==> src/sv/tgr_pkg.sv <==
// ----------------------------------------------------------------------------
// tgr_pkg
// Shared widths, register codes and stage records for the grid rounding core.
// ----------------------------------------------------------------------------
package tgr_pkg;

   localparam int TIME_WIDTH = 64;            // arithmetic width, 32..64
   localparam int STEP_W     = 63;            // step register width
   localparam int WIDE_W     = STEP_W + 1;    // trial remainder / headroom compare
   localparam int OUT_W      = 64;            // port width of timestamps
   localparam int CSR_IDX_W  = 2;
   localparam int LATENCY    = TIME_WIDTH + 4; // 2 front + one cell per bit + 2 back

   typedef logic [TIME_WIDTH-1:0]   time_type;
   typedef logic [STEP_W-1:0]       step_type;
   typedef logic [WIDE_W-1:0]       wide_type;
   typedef logic signed [OUT_W-1:0] out_time_type;

   typedef enum logic [CSR_IDX_W-1:0] {
      CSR_STEP_NS     = 2'd0,
      CSR_GRID_ORIGIN = 2'd1
   } csr_index_type;

   // record that walks down the divider chain
   typedef struct packed {
      logic     valid;
      logic     ceil_op;
      logic     neg;
      logic     ovf;
      time_type t;
      time_type mag;
      time_type bits;   // dividend bits not yet consumed, MSB first
      step_type rem;    // partial remainder, always below the step
   } cell_data_type;

endpackage

==> src/sv/tgr_cell.sv <==
// ----------------------------------------------------------------------------
// tgr_cell
// One restoring-division step: brings in one dividend bit, keeps the remainder.
// ----------------------------------------------------------------------------
module tgr_cell (
   input  logic                    clock,
   input  logic                    reset,
   input  tgr_pkg::step_type       step,
   input  tgr_pkg::cell_data_type  in_data,
   output tgr_pkg::cell_data_type  out_data
);

   tgr_pkg::wide_type      trial;
   tgr_pkg::wide_type      step_wide;
   tgr_pkg::cell_data_type data_ff, data_in;

   always_comb begin
      trial     = {in_data.rem, in_data.bits[tgr_pkg::TIME_WIDTH-1]};
      step_wide = tgr_pkg::wide_type'(step);
      data_in      = in_data;
      data_in.bits = in_data.bits << 1;
      if (trial >= step_wide) begin
         data_in.rem = tgr_pkg::step_type'(trial - step_wide);
      end else begin
         data_in.rem = tgr_pkg::step_type'(trial);
      end
   end

   always_ff @(posedge clock) begin
      if (reset) begin
         data_ff.valid <= 1'b0;
      end else begin
         data_ff.valid <= data_in.valid;
      end
      data_ff.ceil_op <= data_in.ceil_op;
      data_ff.neg     <= data_in.neg;
      data_ff.ovf     <= data_in.ovf;
      data_ff.t       <= data_in.t;
      data_ff.mag     <= data_in.mag;
      data_ff.bits    <= data_in.bits;
      data_ff.rem     <= data_in.rem;
   end

   assign out_data = data_ff;

endmodule

==> config.mk <==
export PLATFORM = sky130hd
export DESIGN_NAME = tgr_cell
export DESIGN_NICKNAME = d
export VERILOG_FILES = /design/src/sv/tgr_pkg.sv /design/src/sv/tgr_cell.sv
export SDC_FILE = /design/constraint.sdc
export NUM_CORES = 1
export LEC_CHECK = 0
export BUFFER_PORTS_ARGS = -buffer_cell sky130_fd_sc_hd__buf_2
export CELL_PAD_IN_SITES_DETAIL_PLACEMENT = 1
export CELL_PAD_IN_SITES_GLOBAL_PLACEMENT = 1
export CORE_AREA = 5 5 221 223
export DETAILED_ROUTE_END_ITERATION = 7
export DIE_AREA = 0 0 226 228
export HOLD_SLACK_MARGIN = 0.06
export PLACE_DENSITY_LB_ADDON = 0.2
export SYNTH_ARGS = -nofsm -noshare
export SYNTH_HDL_FRONTEND = slang
export SYNTH_SLANG_ARGS = --single-unit
==> constraint.sdc <==
create_clock -name clock -period 3.15 [get_ports clock]
set_input_delay 0.315 -clock clock [delete_from_list [all_inputs] [get_ports clock]]
set_output_delay 0.315 -clock clock [all_outputs]
set_load 0.02 [all_outputs]
======== After elaboration in Yosys (flattened, before gate mapping) ========
Cells that the tools add are included.
W data, S select, Z words.
word-level totals
  bits of input ports ..................... 324
  output and inout port bits .............. 259
  bits in registers ....................... 258
  word-level logic and storage cells ...... 11
cells by class
  $add $sub $neg .......................... 1
  $lt $le $gt $ge ......................... 1
  multiplexer cells ....................... 1
operators by type and width
  kind              count
  $ge A64 B63 Y1    1
  $mux W63          1
  $sub A63 B63 Y63  1

======== Logic depth before layout (Yosys ltp) ========
  word-level depth ........................ 2
  depth in mapped cells ................... 14
  depth with buffers taken out ............ 13

======== Least setup slack after synthesis ========
OpenSTA, ideal clock, no wires.
  kind .................................... input to register
  start ................................... input step[6]
  end ..................................... register data_ff, in the netlist out_data[59]
  required time ........................... 3025 ps
  slack ................................... 372 ps
  stages on the path ...................... 12
  path buffers ............................ 0
  data arrival time ....................... 2653 ps
  library setup time ...................... 125 ps
  cell sequence ........................... inv_1 -> ha_1 -> o21a_1 -> o211ai_1 -> a311oi_2 -> o21a_2 -> a41oi_2 -> o31a_1 -> o41ai_4 -> a41oi_1 -> xnor2_1 -> o21ai_1
RTL lines
  element             line            source
  start: declaration  tgr_cell.sv:8   input tgr_pkg::step_type step,
  end: declaration    tgr_cell.sv:15  tgr_pkg::cell_data_type data_ff, data_in;

==> flow_summary.json <==
{
  "met2_usage_pct": 37.76,
  "irDropWorstVdd_mv": 0.4138,
  "drive_gt1_share_pct": 37.80,
  "hold_viol": 0,
  "first_pass_iters": 4,
  "outcome": "finished, final reports clean",
  "synth_ff_type": "dfxtp_1",
  "critPathRequiredTime_ns": 3.62,
  "coreArea_mm2": 0.04636,
  "route.detailed.drc": 0,
  "crit_arrival_ns": 3.48,
  "dp_hpwl_um": 43350,
  "clk_transition_reported_paths_ns": 0.06,
  "grt_pass1_wl_um": 80280,
  "die_y_um": 228,
  "synthesis.nets": 1437,
  "path_class": "input port to register",
  "fmax_mhz": 332.3,
  "largest_register_ffs": 258,
  "cts_tree": "done",
  "postSynthCellCount": 1049,
  "cts_max_level": 1,
  "use_met3_pct": 5.048,
  "worstHoldStart": "in_data[60]",
  "postLayoutCoreUtil_pct": 38.40,
  "post-route-period-util_pct": 95.54,
  "drt_iter0_markers": 355,
  "worst_pin_slew_ns": 0.5277,
  "synth-edff-count": 0,
  "maxSlewHeadroom_pct": 64.55,
  "nets": 2342,
  "finalSetupViolCount": 0,
  "row_count": 79,
  "netlist_area_mm2": 0.009981,
  "die_area_mm2": 0.05153,
  "endpoint_kind": "register",
  "crit_buf_inv": 4,
  "pre_cts_ws_ns": -0.1338,
  "ys_seq_area_share_pct": 51.75,
  "final-max-slew-violation-count": 0,
  "stdcell_area_mm2": 0.01780,
  "area_growth_pct": 78.38,
  "drtAntennaViolNets": 0,
  "clock-sinks": 258,
  "grt_overflow": 0,
  "placed_area_mm2": 0.01415,
  "cp_cell_sequence": "dlygate4sd3_1 > buf_2 > ha_1 > a21oi_1 > o21ai_1 > a221o_1 > a21o_1 > a41oi_2 > o31a_1 > o41ai_4 > buf_6 > buf_4 > xor2_1 > mux2_2",
  "yosysUniqueCellTypes": 60,
  "start_util_pct": 21.53,
  "cts_buffers": 30,
  "io_pins": 583,
  "die_w_um": 226,
  "critPathSlowestCell": "dlygate4sd3_1",
  "grt_pass1_vias": 12530,
  "routed_wl_um": 55710,
  "holdPathStages": 3,
  "syn_area_per_cell_um2": 9.515,
  "setup_slack_ns": 0.1404,
  "synth_seq_cells": 258,
  "path_max_fanout": 5,
  "grt-busiest-layer": "met2",
  "vias": 11160,
  "grt_max_degree": 36,
  "antenna_found_initial": 19,
  "fin_crit_ns": 3.010,
  "grt_usage_pct": 20.45,
  "critPathMaxStageDelay_ns": 0.55,
  "max-cap-violations": 0,
  "io_buffers": 581,
  "hold_path.class": "input port to register",
  "synthArstFlopShare_pct": 0,
  "yosys_warnings": 0,
  "holdPathEnd": "out_data[61]",
  "cpLargestDelayFamily": "compound AO/OA/AOI/OAI gates",
  "clockBufferDepth": 3,
  "fillerInstances": 5428,
  "viasPerCell": 4.306,
  "routedWlPerCell_um": 21.49,
  "power_leakage_uw": 0.008715,
  "place.gp.congestion": 0.8604,
  "clk_root_buffer_cell": "clkbuf_16",
  "grtUsageMet1_pct": 22.39,
  "start_kind": "input port",
  "p_per_area_mw_per_mm2": 550.3
}
synth_stat cells (all sizes together), types with 7 or more instances:
cell type | n | area [µm²]
xor2 | 24 | 210.2
a21oi | 77 | 392.9
buf | 8 | 42.54
nand4 | 25 | 156.4
clkbuf | 42 | 157.7
nor3 | 15 | 75.07
xnor2 | 34 | 297.8
o21a | 9 | 68.82
nand3 | 20 | 100.1
nor2 | 38 | 142.6
o211ai | 7 | 52.55
a31oi | 9 | 56.30
o21ai | 88 | 440.4
a21o | 44 | 330.3
dfxtp | 258 | 5165
inv | 82 | 307.8
nor2b | 7 | 43.79
nand2 | 109 | 409.1
o21bai | 17 | 127.6
ha | 63 | 788.3
metrics by stage:
| step | total power (µW) | hold slack (ns) | setup TNS, ns | cells |
|---|---|---|---|---|
| 3_5_place_dp | 6033 | 0.4189 | -0.7953 | 2273 |
| 6_report | 9797 | 0.1132 | 0 | 2592 |
| 4_1_cts | 9914 | 0.07233 | 0 | 2581 |
| 3_3_place_gp | 6025 | 0.4171 | -0.07951 | 2273 |
| 5_1_grt | 10250 | 0.1170 | -0.03311 | 2591 |
| 2_1_floorplan | 4928 | 0.3427 | 0 | 1049 |
worst min-delay path, cell delays in order:
cell and delay [ns]:
buf_2 0.12, mux2i_1 0.13, nor3b_1 0.07
area by class of cell:
type	instances	area (µm²)	share of cell area [%]
timing repair buffer	923	6165	34.63
clock buffer	41	842.1	4.730
clock inverter	13	156.4	0.8785
sequential	258	5165	29.01
tap	607	759.5	4.266
antenna	9	22.52	0.1265
multi-input combinational	659	4385	24.63
inverter	82	307.8	1.729
routing by layer:
layer	vias to the layer above	part of all wire [%]	routed length, µm
met5	-	0.14	76
met4	12	3.8	2113
met3	102	7.1	3937
met2	371	51	28280
met1	5264	38	21300
li1	5412	-	-
timing repair:
action                     CTS  global route
hold endpoints to repair   253             0
setup endpoints to repair    0            63
buffers inserted             0             2
hold buffers               254             0
gates resized for setup      0            21
worst max path at each step:
| stage | start | cells past startpoint | end |
|---|---|---|---|
| floorplan | step[6] | 12 | out_data[59] |
| global placement | in_data[0] | 13 | out_data[59] |
| detailed placement | in_data[0] | 13 | out_data[59] |
| CTS | in_data[4] | 15 | out_data[56] |
| global route | in_data[20] | 13 | out_data[56] |
| finish | in_data[13] | 14 | out_data[43] |
cells by family after synthesis:
group | after synthesis | synth area share, %
fa+ha+maj | 64 | 8.098
xor+xnor | 58 | 5.090
mux | 3 | 0.3259
flops | 258 | 51.75
compound gates | 288 | 18.19
simple gates | 245 | 11.42
buf+inv | 132 | 5.090
other cells | 1 | 0.03757
power by group:
group / total [µW] / internal (µW) / leakage [µW] / switching, µW
clock: 3550 / 2050 / 0.000478 / 1500
sequential: 3670 / 3570 / 0.00218 / 93.5
combinational: 2590 / 1100 / 0.00606 / 1490
layout by cell type (no fill, tap or decap), types with 4 or more instances in the layout:
cell           synthesis  final
nor2_1                38     38
buf_4                  1     83
a31oi_1                9      9
o21a_1                 8      8
nand4_1               25     25
inv_1                 82     82
dfxtp_1              258    258
a21o_1                44     44
o31ai_1                5      4
nand3_1               20     19
buf_2                  7    581
nor3_1                15     13
clkbuf_8               0      5
buf_12                 0      4
o21ai_0               81     79
nand2b_1               5      5
a21oi_1               75     72
o21bai_1              17     17
o211ai_1               7      7
o221ai_1               5      5
xnor2_1               34     34
and2_1                 4      4
xor2_1                24     24
nor2b_1                7      7
and3_1                 5      4
clkbuf_1              42      6
ha_1                  63     60
o21ai_1                7      9
nand2_1              109    109
clkbuf_16              0     30
diode_2                0      9
a21oi_2                2      4
dlygate4sd3_1          0    254
No activity file was read; power rests on OpenSTA's default activity.
