$ cat src/sv/tgr_pkg.sv
// ----------------------------------------------------------------------------
// tgr_pkg
// Shared widths, register codes and stage records for the grid rounding core.
// ----------------------------------------------------------------------------
package tgr_pkg;

   localparam int TIME_WIDTH = 64;            // arithmetic width, 32..64
   localparam int STEP_W     = 63;            // step register width
   localparam int WIDE_W     = STEP_W + 1;    // trial remainder / headroom compare
   localparam int OUT_W      = 64;            // port width of timestamps
   localparam int CSR_IDX_W  = 2;
   localparam int LATENCY    = TIME_WIDTH + 4; // 2 front + one cell per bit + 2 back

   typedef logic [TIME_WIDTH-1:0]   time_type;
   typedef logic [STEP_W-1:0]       step_type;
   typedef logic [WIDE_W-1:0]       wide_type;
   typedef logic signed [OUT_W-1:0] out_time_type;

   typedef enum logic [CSR_IDX_W-1:0] {
      CSR_STEP_NS     = 2'd0,
      CSR_GRID_ORIGIN = 2'd1
   } csr_index_type;

   // record that walks down the divider chain
   typedef struct packed {
      logic     valid;
      logic     ceil_op;
      logic     neg;
      logic     ovf;
      time_type t;
      time_type mag;
      time_type bits;   // dividend bits not yet consumed, MSB first
      step_type rem;    // partial remainder, always below the step
   } cell_data_type;

endpackage

$ cat src/sv/tgr_front.sv
// ----------------------------------------------------------------------------
// tgr_front
// Forms the offset from the grid origin and its magnitude for the divider.
// ----------------------------------------------------------------------------
module tgr_front (
   input  logic                    clock,
   input  logic                    reset,
   input  logic                    accept,
   input  logic                    ceil_op,
   input  tgr_pkg::time_type       t,
   input  tgr_pkg::time_type       origin,
   output tgr_pkg::cell_data_type  out_data
);

   logic              valid_ff, valid_in;
   logic              ceil_ff, ceil_in;
   logic              ovf_ff, ovf_in;
   tgr_pkg::time_type t_ff, t_in;
   tgr_pkg::time_type d_ff, d_in;
   logic              neg;
   tgr_pkg::cell_data_type out_ff, out_in;

   always_comb begin
      valid_in = accept;
      ceil_in  = ceil_op;
      t_in     = t;
      d_in     = t - origin;
      ovf_in   = (t[tgr_pkg::TIME_WIDTH-1] != origin[tgr_pkg::TIME_WIDTH-1]) &&
                 (d_in[tgr_pkg::TIME_WIDTH-1] != t[tgr_pkg::TIME_WIDTH-1]);
   end

   always_comb begin
      neg             = d_ff[tgr_pkg::TIME_WIDTH-1];
      out_in.valid    = valid_ff;
      out_in.ceil_op  = ceil_ff;
      out_in.neg      = neg;
      out_in.ovf      = ovf_ff;
      out_in.t        = t_ff;
      out_in.mag      = neg ? (~d_ff + tgr_pkg::time_type'(1)) : d_ff;
      out_in.bits     = out_in.mag;
      out_in.rem      = '0;
   end

   always_ff @(posedge clock) begin
      if (reset) begin
         valid_ff     <= 1'b0;
         out_ff.valid <= 1'b0;
      end else begin
         valid_ff     <= valid_in;
         out_ff.valid <= out_in.valid;
      end
      ceil_ff          <= ceil_in;
      ovf_ff           <= ovf_in;
      t_ff             <= t_in;
      d_ff             <= d_in;
      out_ff.ceil_op   <= out_in.ceil_op;
      out_ff.neg       <= out_in.neg;
      out_ff.ovf       <= out_in.ovf;
      out_ff.t         <= out_in.t;
      out_ff.mag       <= out_in.mag;
      out_ff.bits      <= out_in.bits;
      out_ff.rem       <= out_in.rem;
   end

   assign out_data = out_ff;

endmodule

$ cat config.mk
export PLATFORM = sky130hd
export DESIGN_NAME = tgr_front
export DESIGN_NICKNAME = d
export VERILOG_FILES = /design/src/sv/tgr_pkg.sv /design/src/sv/tgr_front.sv
export SDC_FILE = /design/constraint.sdc
export NUM_CORES = 1
export LEC_CHECK = 0
export BUFFER_PORTS_ARGS = -buffer_cell sky130_fd_sc_hd__buf_4
export CAP_MARGIN = 30
export CORE_ASPECT_RATIO = 1.5
export CORE_UTILIZATION = 30
export DETAILED_ROUTE_END_ITERATION = 8
export GPL_TIMING_DRIVEN = 0
export SLEW_MARGIN = 10
export SYNTH_ARGS = -nofsm -noshare
export SYNTH_HDL_FRONTEND = slang
export SYNTH_SLANG_ARGS = --single-unit
$ cat constraint.sdc
create_clock -name clock -period 5.35 [get_ports clock]
set_clock_uncertainty 0.2 [all_clocks]
set_input_delay 1.07 -clock clock [delete_from_list [all_inputs] [get_ports clock]]
set_output_delay 1.07 -clock clock [all_outputs]
set_load 0.01 [all_outputs]
Word level (Yosys, flattened, before mapping)

Index checks and enable logic that the tools add are counted.
Widths: inputs -> output; s select.

Register bits after elaboration: 263
Input bits: 132
Output and inout port bits: 259
Logic and storage cells: 19

$add $sub $neg: 2
Eq/ne operators: 2
Mux-type cells: 1
Bitwise logic cells: 1
Reductions and logical operators: 1

Operators with widths:

| kind                  | count |
|---|---|
| $add 64x1->64 const B | 1 |
| $not 64->64           | 1 |
| $sub 64x64->64        | 1 |
| $mux 63               | 1 |
| $ne 1x1->1            | 2 |
| $logic_and 1x1->1     | 1 |

Depth between registers and ports, before layout

Word-level depth: 3
Gate-level depth with buffers: 12
Mapped depth without buffers: 12

Worst setup path after synthesis

Ideal clock, no wire load.

Path type: input to register
Start: input port origin[31]
End: register d_ff[58]
Library setup time: 72 ps
Data arrival time: 3680 ps
Required time: 5078 ps
Slack: 1398 ps
Cell stages on the path: 12
Path buffers: 1
Path through: inv_1 -> ha_1 -> clkbuf_1 -> nand4_1 -> or4_1 -> or4_1 -> a211oi_1 -> nor4_1 -> o21bai_1 -> a31oi_1 -> o21ai_0 -> xor2_1

Cells in the longest elaborated chain, start to end: 1

Ends and longest elaborated chain:

| item                 | line            | source |
|---|---|---|
| start, declared      | tgr_front.sv:11 | `input tgr_pkg::time_type origin,` |
| $sub 64x64->64       | tgr_front.sv:27 | `d_in = t - origin;` |
| via d_in[58]         | tgr_front.sv:19 | `tgr_pkg::time_type d_ff, d_in;` |
| end signal, assigned | tgr_front.sv:55 | `d_ff <= d_in;` |
| end, declared        | tgr_front.sv:19 |  |

The timed path passes the listed nets, and every way through them passes these cells.
A chain may end at the register's enable or synchronous reset.

Worst setup path in the final report

Start: input port t[40]
End: register d_ff[58]

Cells in the longest elaborated chain, start to end: 1

Ends and longest elaborated chain:

| item            | line            | source |
|---|---|---|
| start, declared | tgr_front.sv:10 | `input tgr_pkg::time_type t,` |
| $sub 64x64->64  | tgr_front.sv:27 |  |
| via d_in[58]    | tgr_front.sv:19 |  |

The timed path passes the listed nets, and every way through them passes these cells.

==> results.toml <==
[timing]
finalSetupViolCount = 0
hold_viol = 0
finalCriticalPeriod_ns = 4.56
tightest_slew_ns = 0.973
fmax_mhz = 219
relSlewSlack = 0.343
rsz0062_at_grt = "false"
slew_violations = 0
tns_ns = 0
finalCritPeriodShare = 0.853

[place]
dp_hpwl_um = 27500
io_buffers = 327
place_inst = 2116
place_congestion = 0.893
placed_area_um2 = 15000

[grt]
antenna_found_initial = 0
grt_max_degree = 17
grt_pass1_wl_um = 50200
overflow = 0
grt_pass1_vias = 9515
grtUsageTotal = 0.163

[run]
maxCapViolations = 0

[cells_and_area]
area_growth_pct = 35.9
n_fill_cell = 3857
layout_commonest_cell = "buf_4"
multiInputGateArea_um2 = 5280
fin_cells = 2164
drive_gt1_frac = 0.311
final_cell_area_um2 = 15900
diodes = 0
final_nets = 1846
final_cell_mix = "454 x buf_4, 263 x dfxtp_1, 95 x xnor2_1"
seq_area_um2 = 5270

[cts]
clock_path_buffers = 3
cts_tree = "done"
path_clk_slew_ns = 0.06
cts_sinks = 263
cts_inserted_buffers = 26
htree_num_levels = 1
cts_resized = 0
clk_latency_ns = 0.56
cts_setup_buffers = 0
cts_hold_buffers = 0
cts-root-buf = "clkbuf_16"

[die]
coreArea_um2 = 38400
io_pins = 391
start_util = 0.305
rows = 88
die-area_um2 = 39800
die_h_um = 244
fp.dieW_um = 163

[routing]
dr_wl_met3_um = 2050
vias_per_cell = 4.50
wl_met2_um = 18100
routed_wl_um = 33500
drcViolationCount = 0
vias = 9730
drt-met1-wl_um = 12200
wire_per_inst_um = 15.5
final_antenna_net_count = 0
highest_layer = "met4"
drtIter0Drc = 476
drtPass1Iterations = 5

[setup_path]
cp.arrival_ns = 4.83
critPathMaxFanout = 9
crit_required_ns = 5.62
critPathLaunchType = "input pin"
crit_path_end_kind = "flip-flop"
crit_type = "input pin to flip-flop"

[power]
power.switching_mw = 2.08
swShare = 0.310
p_clk_frac = 0.281
power.density_nw_per_um2 = 421
intPower_mw = 4.62
ir_drop_mv = 0.319
combPwrFrac = 0.324
seqPwrFrac = 0.395
p_leak_nw = 7.47

[run_status]
run_status = "completed"

[logic_synthesis]
syn-instance-count = 1232
synthFlopType = "dfxtp_1"
async_flop_share = 0
synth_enable_flop_cells = 0
ys_types = 66
syn_area_um2 = 11700
ys_warn_count = 0
synth-seq-cells = 263
yosysSeqAreaShare = 0.450
synth.avg_cell_area_um2 = 9.50

[worst_hold_path]
holdCritPathClass = "flip-flop to flip-flop"
==> state kept, by name (all words and copies together) (netlist names) <==
signal and flops:
ceil_ff 1, t_ff 64, valid_ff 1, out_data 132
d_ff 64, ovf_ff 1
==> cells by family (layout without fill, tap and decap cells) <==
group | Yosys count | count (layout) | share of synthesized area
compound gates | 278 | 278 | 0.155
flops | 263 | 263 | 0.450
fa+ha+maj | 65 | 65 | 0.0701
other cells | 1 | 63 | 0.000320
simple gates | 260 | 260 | 0.115
mux | 1 | 1 | 0.000855
xor+xnor | 120 | 120 | 0.0898
buf+inv | 244 | 619 | 0.119
==> worst max-delay path: stages <==
cell	delay [ns]
buf_4	0.12
ha_1	0.27
clkbuf_1	0.33
nand4_1	0.21
or3_1	0.50
or4_1	0.61
a211oi_1	0.63
nor4_1	0.16
o21bai_1	0.32
a31oi_1	0.20
o21ai_0	0.25
xor2_1	0.16
==> worst paths after layout <==
check                           to  depth (start not counted)  slack (ns)             start
max reg2reg  out_data[111]$_DFF_P_                          9        1.37   d_ff[9]$_DFF_P_
min          out_data[244]$_DFF_P_                          0        0.12  t_ff[53]$_DFF_P_
min reg2reg  out_data[244]$_DFF_P_                          0        0.12  t_ff[53]$_DFF_P_
max               d_ff[58]$_DFF_P_                         12        0.79             t[40]
==> per-stage QoR <==
step	power, mW	utilization	setup WS, ns	hold slack (ns)
after floorplan	3.79	-	1.40	0.110
after global placement	4.85	0.391	0.178	0.110
after detailed placement	4.88	0.391	0.175	0.112
after CTS	6.79	0.414	0.721	0.124
after global routing	7.06	0.414	0.481	0.128
final	6.70	0.414	0.786	0.124
==> cell usage after synthesis (4+ instances only) <==
master	n	share of area
a31oi_1	5	0.0027
a21oi_1	74	0.032
ha_1	64	0.068
nor3_1	14	0.0060
nand3_1	20	0.0086
o21ai_0	65	0.028
a21o_1	25	0.016
inv_1	85	0.027
o31ai_1	23	0.015
or4_4	4	0.0038
o21bai_1	12	0.0077
or4_1	8	0.0051
clkbuf_1	31	0.0099
o21a_1	12	0.0077
and3_1	9	0.0048
xnor2_1	95	0.071
and2_1	9	0.0048
nand4_1	22	0.012
nor2b_1	13	0.0069
nand2b_1	9	0.0048
o41ai_1	9	0.0067
nor4_1	10	0.0053
nor2_1	42	0.013
xor2_1	25	0.019
nand2_1	84	0.027
buf_4	127	0.081
dfxtp_1	263	0.45
a211o_1	5	0.0037
o211ai_1	4	0.0026
a211oi_1	8	0.0051
==> power by group through the flow <==
stage	logic [mW]	clock network, mW	registers [mW]
finish	2.17	1.88	2.65
global route	2.34	2.03	2.69
CTS	2.19	1.95	2.66
detailed placement	2.18	0	2.70
global placement	2.16	0	2.69
floorplan	1.09	0	2.70
==> routing by layer <==
metal / up-vias / global-route usage
met1: 4446 / 0.165
met4: 0 / 0.0662
met3: 65 / 0.0262
met2: 339 / 0.320
li1: 4880 / -
met5: - / 0
==> final cells by class <==
class | instances | area share
plain buffers | 159 | 0.0675
clock buffers | 35 | 0.0475
clock inverters | 13 | 0.00904
inverters | 85 | 0.0201
multi-input cells | 787 | 0.332
flip-flops and latches | 263 | 0.331
well taps | 495 | 0.0389
repair buffers | 327 | 0.154
Note: power is estimated with default switching activity, not from simulation.
